**src/cdc_pkg.sv**
```systemverilog
`default_nettype none

package cdc_pkg;

  localparam int unsigned YearW  = 16;
  localparam int unsigned MonthW = 4;
  localparam int unsigned DayW   = 5;

  localparam logic [YearW-1:0]  YearMax    = '1;
  localparam logic [MonthW-1:0] MonthFirst = 4'd1;
  localparam logic [MonthW-1:0] MonthLast  = 4'd12;
  localparam logic [DayW-1:0]   DayFirst   = 5'd1;
  localparam logic [DayW-1:0]   DayLong    = 5'd31;
  localparam logic [DayW-1:0]   DayShort   = 5'd30;
  localparam logic [DayW-1:0]   DayFeb     = 5'd28;

  // y / 100 == (y * Div100Mul) >> Div100Shift for every 16-bit y
  localparam logic [16:0] Div100Mul   = 17'd83887;
  localparam int unsigned Div100Shift = 23;
  localparam int unsigned ProdW       = YearW + 17;
  localparam int unsigned QuotW       = ProdW - Div100Shift;

  typedef enum logic [1:0] {
    OP_LOAD = 2'd0,
    OP_NEXT = 2'd1,
    OP_PREV = 2'd2,
    OP_CMP  = 2'd3
  } opcode_e;

  typedef enum logic [1:0] {
    ST_OK        = 2'd0,
    ST_BAD_MONTH = 2'd1,
    ST_BAD_DAY   = 2'd2,
    ST_RANGE     = 2'd3
  } status_e;

  typedef enum logic [1:0] {
    ORD_EQUAL   = 2'd0,
    ORD_EARLIER = 2'd1,
    ORD_LATER   = 2'd2,
    ORD_NONE    = 2'd3
  } order_e;

  typedef struct packed {
    logic [YearW-1:0]  year;
    logic [MonthW-1:0] month;
    logic [DayW-1:0]   day;
  } date_t;

  typedef struct packed {
    date_t   date;
    status_e status;
    order_e  order;
  } result_t;

  function automatic logic leap_year(input logic [YearW-1:0] y);
    logic [ProdW-1:0] prod;
    logic [QuotW-1:0] quot;
    logic [YearW-1:0] hundreds;
    logic             div100;
    logic             div400;
    prod     = ProdW'(y) * ProdW'(Div100Mul);
    quot     = prod[ProdW-1:Div100Shift];
    hundreds = YearW'({quot, 6'b0}) + YearW'({quot, 5'b0}) + YearW'({quot, 2'b0});
    div100   = (hundreds == y);
    div400   = div100 && (quot[1:0] == 2'b00);
    return div100 ? div400 : (y[1:0] == 2'b00);
  endfunction

  function automatic logic [DayW-1:0] month_len(input logic [MonthW-1:0] m,
                                                input logic leap);
    logic [DayW-1:0] len;
    case (m)
      4'd2:                       len = DayFeb + DayW'(leap);
      4'd4, 4'd6, 4'd9, 4'd11:    len = DayShort;
      default:                    len = DayLong;
    endcase
    return len;
  endfunction

endpackage

`default_nettype wire

```
**src/calendar_date_counter_unit.sv**
```systemverilog
// Gregorian date counter (year, month, day; 4/100/400 leap rule).
// Input channel: in_valid_i/in_ready_o carry one beat of opcode_i plus the
// argument date (load, next day, previous day, compare).
// Output channel: out_valid_o/out_ready_i carry one beat per input beat:
// held date after the item, status_o and order_o (compare only).
// The result is registered and presented in the cycle after the input beat is taken.
// Throughput: one beat per cycle while results are taken; the held date is
// updated in the same edge that takes the beat, so the next beat sees it at once.
// The single result register sets the rate: in_ready_o is high whenever
// that register is empty or being drained in the same cycle.
// When the receiver stalls the result holds and in_ready_o drops until it
// is taken.
// Reset (rst_ni low, asynchronous) sets the date to 0000-01-01 and empties
// the result register.
// A rejected load or a step past the year range leaves the date unchanged.
`default_nettype none

module calendar_date_counter_unit (
  input  logic                        clk_i,
  input  logic                        rst_ni,
  input  logic                        in_valid_i,
  output logic                        in_ready_o,
  input  logic [1:0]                  opcode_i,
  input  logic [cdc_pkg::YearW-1:0]   arg_year_i,
  input  logic [cdc_pkg::MonthW-1:0]  arg_month_i,
  input  logic [cdc_pkg::DayW-1:0]    arg_day_i,
  output logic                        out_valid_o,
  input  logic                        out_ready_i,
  output logic [cdc_pkg::YearW-1:0]   cur_year_o,
  output logic [cdc_pkg::MonthW-1:0]  cur_month_o,
  output logic [cdc_pkg::DayW-1:0]    cur_day_o,
  output logic [1:0]                  status_o,
  output logic [1:0]                  order_o
);
  import cdc_pkg::*;

  date_t   held_q;
  date_t   arg;
  result_t step_res;
  result_t res_q;
  logic    out_valid_q;
  logic    in_beat;

  assign in_ready_o = !out_valid_q || out_ready_i;
  assign in_beat    = in_valid_i && in_ready_o;

  assign arg.year  = arg_year_i;
  assign arg.month = arg_month_i;
  assign arg.day   = arg_day_i;

  cdc_step u_step (
    .op_i   (opcode_e'(opcode_i)),
    .arg_i  (arg),
    .held_i (held_q),
    .res_o  (step_res)
  );

  always_ff @(posedge clk_i or negedge rst_ni) begin
    if (!rst_ni) begin
      held_q.year  <= '0;
      held_q.month <= MonthFirst;
      held_q.day   <= DayFirst;
      out_valid_q  <= 1'b0;
    end else if (in_beat) begin
      held_q      <= step_res.date;
      out_valid_q <= 1'b1;
    end else if (out_ready_i) begin
      out_valid_q <= 1'b0;
    end
  end

  always_ff @(posedge clk_i) begin
    if (in_beat) begin
      res_q <= step_res;
    end
  end

  assign out_valid_o = out_valid_q;
  assign cur_year_o  = res_q.date.year;
  assign cur_month_o = res_q.date.month;
  assign cur_day_o   = res_q.date.day;
  assign status_o    = res_q.status;
  assign order_o     = res_q.order;

  a_beat_gives_result: assert property (@(posedge clk_i) disable iff (!rst_ni)
    in_beat |=> out_valid_o && (cur_year_o == held_q.year)
      && (cur_month_o == held_q.month) && (cur_day_o == held_q.day))
    else $error("result does not match held date after beat");

  a_held_in_range: assert property (@(posedge clk_i) disable iff (!rst_ni)
    held_q.month >= MonthFirst && held_q.month <= MonthLast
      && held_q.day >= DayFirst && held_q.day <= DayLong)
    else $error("held date out of range");

  a_order_only_ok: assert property (@(posedge clk_i) disable iff (!rst_ni)
    out_valid_o && order_o != ORD_EQUAL |-> status_o == ST_OK)
    else $error("order reported with error status");

endmodule

`default_nettype wire

```
**src/cdc_step.sv**
```systemverilog
`default_nettype none

module cdc_step (
  input  cdc_pkg::opcode_e op_i,
  input  cdc_pkg::date_t   arg_i,
  input  cdc_pkg::date_t   held_i,
  output cdc_pkg::result_t res_o
);
  import cdc_pkg::*;

  logic            arg_leap;
  logic            held_leap;
  logic [DayW-1:0] arg_len;
  logic [DayW-1:0] held_len;
  logic [DayW-1:0] prev_len;

  assign arg_leap  = leap_year(arg_i.year);
  assign held_leap = leap_year(held_i.year);
  assign arg_len   = month_len(arg_i.month, arg_leap);
  assign held_len  = month_len(held_i.month, held_leap);
  assign prev_len  = month_len(held_i.month - MonthW'(1), held_leap);

  always_comb begin
    res_o.date   = held_i;
    res_o.status = ST_OK;
    res_o.order  = ORD_EQUAL;
    case (op_i)
      OP_LOAD: begin
        if (!(arg_i.month inside {[MonthFirst:MonthLast]})) begin
          res_o.status = ST_BAD_MONTH;
        end else if (arg_i.day == '0 || arg_i.day > arg_len) begin
          res_o.status = ST_BAD_DAY;
        end else begin
          res_o.date = arg_i;
        end
      end
      OP_NEXT: begin
        if (held_i.day < held_len) begin
          res_o.date.day = held_i.day + DayW'(1);
        end else if (held_i.month < MonthLast) begin
          res_o.date.month = held_i.month + MonthW'(1);
          res_o.date.day   = DayFirst;
        end else if (held_i.year == YearMax) begin
          res_o.status = ST_RANGE;
        end else begin
          res_o.date.year  = held_i.year + YearW'(1);
          res_o.date.month = MonthFirst;
          res_o.date.day   = DayFirst;
        end
      end
      OP_PREV: begin
        if (held_i.day > DayFirst) begin
          res_o.date.day = held_i.day - DayW'(1);
        end else if (held_i.month > MonthFirst) begin
          res_o.date.month = held_i.month - MonthW'(1);
          res_o.date.day   = prev_len;
        end else if (held_i.year == '0) begin
          res_o.status = ST_RANGE;
        end else begin
          res_o.date.year  = held_i.year - YearW'(1);
          res_o.date.month = MonthLast;
          res_o.date.day   = DayLong;
        end
      end
      OP_CMP: begin
        if (held_i < arg_i) begin
          res_o.order = ORD_EARLIER;
        end else if (held_i > arg_i) begin
          res_o.order = ORD_LATER;
        end else begin
          res_o.order = ORD_EQUAL;
        end
      end
      default: begin
        res_o.status = ST_OK;
      end
    endcase
  end

endmodule

`default_nettype wire
```
**config.mk**
```make
export PLATFORM = sky130hd
export DESIGN_NAME = calendar_date_counter_unit
export DESIGN_NICKNAME = d
export VERILOG_FILES = /design/src/cdc_pkg.sv /design/src/calendar_date_counter_unit.sv /design/src/cdc_step.sv
export SDC_FILE = /design/constraint.sdc
export NUM_CORES = 1
export LEC_CHECK = 0
export ABC_AREA = 1
export BUFFER_PORTS_ARGS = -buffer_cell sky130_fd_sc_hd__buf_4
export CAP_MARGIN = 15
export CORE_MARGIN = 2
export CORE_UTILIZATION = 25
export CTS_BUF_LIST = sky130_fd_sc_hd__clkbuf_16
export CTS_CLUSTER_SIZE = 40
export DETAILED_ROUTE_END_ITERATION = 8
export PLACE_DENSITY = 0.42
export SLEW_MARGIN = 40
export SYNTH_ARGS = -nofsm -noshare
export SYNTH_HDL_FRONTEND = slang
export SYNTH_SLANG_ARGS = --single-unit
```
**constraint.sdc**
```tcl
create_clock -name clk_i -period 20.9 [get_ports clk_i]
set_input_delay 2.09 -clock clk_i [delete_from_list [all_inputs] [get_ports clk_i]]
set_output_delay 2.09 -clock clk_i [all_outputs]
set_load 0.02 [all_outputs]
```
## After elaboration in Yosys (flattened, before gate mapping)

Cells that the tools add are included.

- Flip-flop bits (word level): 55
- Logic and storage cells: 104
- Output and inout bits: 31
- Input bits: 31

- Magnitude comparators: 9
- Multiplexer cells: 30
- Bitwise operators: 1
- $mul: 2
- Add/sub/neg operators: 12
- Reductions and logical operators: 19
- Eq/ne operators: 21

Operator list:

| operator | number |
|---|---|
| $mux 25 | 4 |
| $pmux 27 s3 | 1 |
| $mul 16x17->33 const B | 2 |
| $mux 20 | 2 |
| $add 16x12->16 | 2 |
| $add 16x15->16 | 2 |
| $eq 16x16->1 | 2 |
| $mux 16 | 2 |
| $pmux 5 s2 | 3 |
| $gt 25x25->1 | 1 |
| $lt 25x25->1 | 1 |
| $eq 4x3->1 const B | 6 |
| $eq 4x4->1 const B | 6 |
| $mux 2 | 9 |
| $mux 9 | 2 |
| $add 16x1->16 const B | 1 |
| $eq 16x16->1 const B | 1 |
| $logic_not 16->1 | 1 |
| $sub 16x1->16 const B | 1 |
| $eq 4x2->1 const B | 3 |
| $reduce_or 4->1 | 3 |
| $logic_not 2->1 | 5 |
| $mux 5 | 2 |
| $add 3x2->4 const A | 2 |
| other kinds (21) | 30 |

## Depth between registers and ports, before layout

- Depth in word-level cells: 13
- Gate-level depth with buffers: 56
- Gate-level depth less buffers: 54

## Cells and area by module

From an unflattened synthesis, not the netlist that was laid out.

- Cell total of the unflattened synthesis: 2,224
- Area, all modules: 17,615.6 µm²

Modules (own cells, without submodules):

| module | sequential area each (µm²) | cells an instance | instances | area each (µm²) |
|---|---|---|---|---|
| cdc_step | 0.0 | 2,082 | 1 | 15,652.5 |
| calendar_date_counter_unit | 1,524.0 | 142 | 1 | 1,963.1 |

## Worst setup path before layout

OpenSTA, ideal clock, no wires.

- Kind: input-to-reg
- Start: in arg_year_i[15] (netlist bit)
- End: reg res_q, in the netlist cur_year_o[1] (data pin)
- Setup time: 0.266 ns
- Slack: 10.114 ns
- Buffers on the path: 1
- Arrival: 10.520 ns
- Data required time: 20.634 ns
- Stages on the path: 49
- Cells stage by stage: inv_1 fa_1 fa_1 inv_1 fa_1 fa_1 fa_1 inv_1 fa_1 inv_1 ha_1 nand2_1 nor2_1 inv_1 o21ai_0 nand3_1 nand3_1 nand3_1 [13 not listed] inv_1 a21oi_1 o21ai_0 xor2_1 nor2_1 nand2_1 nor2_1 nand2_1 o21ai_0 a21oi_1 ha_1 a21oi_1 o2111ai_1 nand3_1 clkbuf_1 a21oi_1 a311oi_1 a21boi_1

RTL lines:

| item | line | RTL |
|---|---|---|
| from (decl) | calendar_date_counter_unit.sv:24 | `input logic [cdc_pkg::YearW-1:0] arg_year_i,` |
| to (signal assigned) | calendar_date_counter_unit.sv:74 | `res_q <= step_res;` |
| to (decl) | calendar_date_counter_unit.sv:40 | `result_t res_q;` |

==> impl_metrics.ini <==
[setup_path]
cp_slowest_cell = fa_1
critPathArrivalTime_ns = 12.28
cp-end-kind = flip-flop
cpPeakStageDelay_ns = 0.57
crit_type = input port to flip-flop
required_ns = 20.98
critPathLaunchType = input port
crit_fanout = 28
crit_top_cell = fa_1

[global_route]
grt_max_degree = 37
antenna_found_initial = 0
grt_pass1_wl_um = 87100
grt-ovfl-total = 0
grt_pass1_vias = 15200
track_usage_pct = 15.6

[logic_synthesis]
syn_area_per_cell_um2 = 7.93
ys_ff_latch = 55
yosysSeqAreaShare_pct = 8.68
postSynthCellCount = 2214
synth_enable_flop_cells = 29
synth_top_flop_cell = edfxtp_1
syn_nets = 2802
yosysWarnings = 0
synth_cell_types = 62
async_reset_ff_share_pct = 47.3
syn_area_um2 = 17600

[floorplan]
die_w_um = 269
core_um2 = 69800
ios = 62
die_area_um2 = 72400
rows = 97
die_y_um = 269
start_util_pct = 25.2

[finish]
fill_cells = 7682
final_util_pct = 27.6
area_growth_pct = 9.74
nNetsFinal = 2849
regArea_um2 = 1530
multiInputGateArea_um2 = 13800
drive_gt1_share_pct = 6.98
num_antenna_cells = 0

[route]
via_count = 14400
drc = 0
viasPerCell = 4.49
drt_iter0_markers = 748
antenna_left = 0
routedWlPerCell_um = 17.1
first_pass_iters = 6
drt-total-wl_um = 54600

[sta]
period_minus_slack_ns = 12.20
fin_hold_ws_ns = 0.529
max_freq_mhz = 82.0
finalMaxSlewViolations = 0
worst_slew_pin_slew_ns = 0.789
clock_skew_ns = 0.0136
hold_viol_final = 0
relSlewSlack_pct = 47.4
fin_crit_sh_pct = 58.4
fin_setup_tns_ns = 0
rsz0062_at_grt = no
setup_viol = 0

[clock_tree]
htreeDepth = 2
clock_sinks = 55
clock_latency_ns = 0.32
root_buffer = clkbuf_16
cts_resized = 0
cts_inserted_buffers = 5
cts_setup_buffers = 0
tritoncts = built
path_clk_slew_ns = 0.09
clockBufferDepth = 2
postCtsHoldBufs = 0

[run]
maxCapViolations = 0

[outcome]
status = finished clean

[placement]
hpwl_um = 45800
io_buffers = 61
place_congestion = 0.903

[worst_hold_path]
hp-class = flip-flop to flip-flop
[cells in the mapped netlist, types with 2 or more instances]
| cell type | instances | area share, % |
|---|---|---|
| nand2_2 | 17 | 0.61 |
| a21boi_0 | 4 | 0.17 |
| nand3b_1 | 4 | 0.17 |
| dfrtp_1 | 24 | 3.4 |
| a21boi_1 | 22 | 0.94 |
| dfstp_2 | 2 | 0.30 |
| nor2_4 | 3 | 0.19 |
| nor3_2 | 2 | 0.11 |
| nor4_1 | 3 | 0.11 |
| nand3_1 | 142 | 4.0 |
| o21a_1 | 4 | 0.17 |
| o21ai_1 | 4 | 0.11 |
| nand4_1 | 20 | 0.71 |
| buf_6 | 3 | 0.19 |
| a21o_1 | 3 | 0.13 |
| o2111ai_1 | 3 | 0.15 |
| nor3b_1 | 2 | 0.085 |
| clkinv_1 | 11 | 0.24 |
| o221ai_1 | 2 | 0.10 |
| a211oi_1 | 6 | 0.26 |
| inv_2 | 8 | 0.17 |
| nor2_1 | 71 | 1.5 |
| inv_4 | 2 | 0.071 |
| nand3_2 | 19 | 1.1 |
| clkbuf_1 | 19 | 0.41 |
| a21oi_1 | 119 | 3.4 |
| inv_1 | 520 | 11 |
| nand2_1 | 371 | 7.9 |
| nor3_1 | 24 | 0.68 |
| o21ai_0 | 77 | 2.2 |
| a31oi_1 | 3 | 0.11 |
| fa_1 | 209 | 24 |
| xnor2_1 | 21 | 1.0 |
| edfxtp_1 | 29 | 5.0 |
| o31ai_1 | 2 | 0.085 |
| xor2_1 | 43 | 2.1 |
| buf_2 | 9 | 0.26 |
| or2_2 | 7 | 0.25 |
| and3_1 | 4 | 0.14 |
| o211ai_1 | 5 | 0.21 |
| o21bai_1 | 3 | 0.13 |
| ha_1 | 348 | 25 |
[layout make-up]
cell class	instances	share of cell area [%]
timing repair buffer	75	2.92
inverter	541	10.6
clock buffer	5	0.649
tap	940	6.10
multi-input combinational	1583	71.7
sequential	55	7.92
clock inverter	3	0.162
[through the flow]
step	worst slack (ns)	instances	area, um2
after detailed placement	8.15	3194	19100
after CTS	8.44	3202	19300
after global placement	8.24	3193	19100
final	8.70	3202	19300
after floorplan	10.11	2214	17600
after global routing	7.80	3202	19300
[per-layer routing]
layer / share of wire [%] / routed length, um / GRT usage (%) / up-vias
met3: 2.9 / 1610 / 0.767 / 34
met1: 50 / 27300 / 22.8 / 7007
met5: 0 / 0 / 0 / -
met2: 46 / 25200 / 25.9 / 237
li1: - / - / - / 7114
met4: 0.95 / 517 / 1.94 / 0
[kinds of logic (layout without fill, tap and decap cells)]
kind of cell	count (synthesis)	count (layout)	share of synthesized area (%)
fa+ha+maj	557	557	48.6
xor+xnor	64	64	3.19
flops	55	55	8.68
buf+inv	576	624	12.7
compound gates	266	266	8.60
simple gates	696	696	18.2
[flip-flops by register name, summed over array words and instances, names as in the netlist]
register,flops
held_q,25
cur_year_o,16
cur_month_o,4
order_o,2
out_valid_o,1
status_o,2
cur_day_o,5
[path summary, 6_finish.rpt]
kind                            slack (ns)  depth (start not counted)            end            from
min in group asynchronous             1.71                          1     held_q[14]          rst_ni
worst min register to register        0.53                          2    out_valid_o     out_valid_o
max in group asynchronous            18.82                          1      held_q[0]          rst_ni
worst max-delay path                  8.70                         46  cur_year_o[5]  arg_year_i[15]
worst max register to register       10.44                         47    status_o[0]      held_q[14]
worst min-delay path                  0.53                          2    out_valid_o     out_valid_o
[worst max-delay path, delay by kind of cell]
family	cells	cell delay, ns
adders and majority gates	10	4.93
AOI/OAI and AO/OA	12	1.92
and+or+nand+nor	14	1.71
buffers and inverters	8	1.12
xor gates and xnor gates	2	0.51
[cell usage in the layout (no fill, tap or decap), types with 8 or more instances in the layout]
master,instances
inv_1,520
nand2_1,371
ha_1,348
fa_1,209
nand3_1,141
a21oi_1,119
o21ai_0,77
buf_4,75
nor2_1,70
xor2_1,43
edfxtp_1,29
nor3_1,24
a21boi_1,22
dfrtp_1,22
xnor2_1,21
nand4_1,20
nand3_2,20
nand2_2,17
clkinv_1,10
inv_2,8
Power is not shown: default switching activity piles up to over one toggle a cycle in this logic, so the estimate is an artifact.
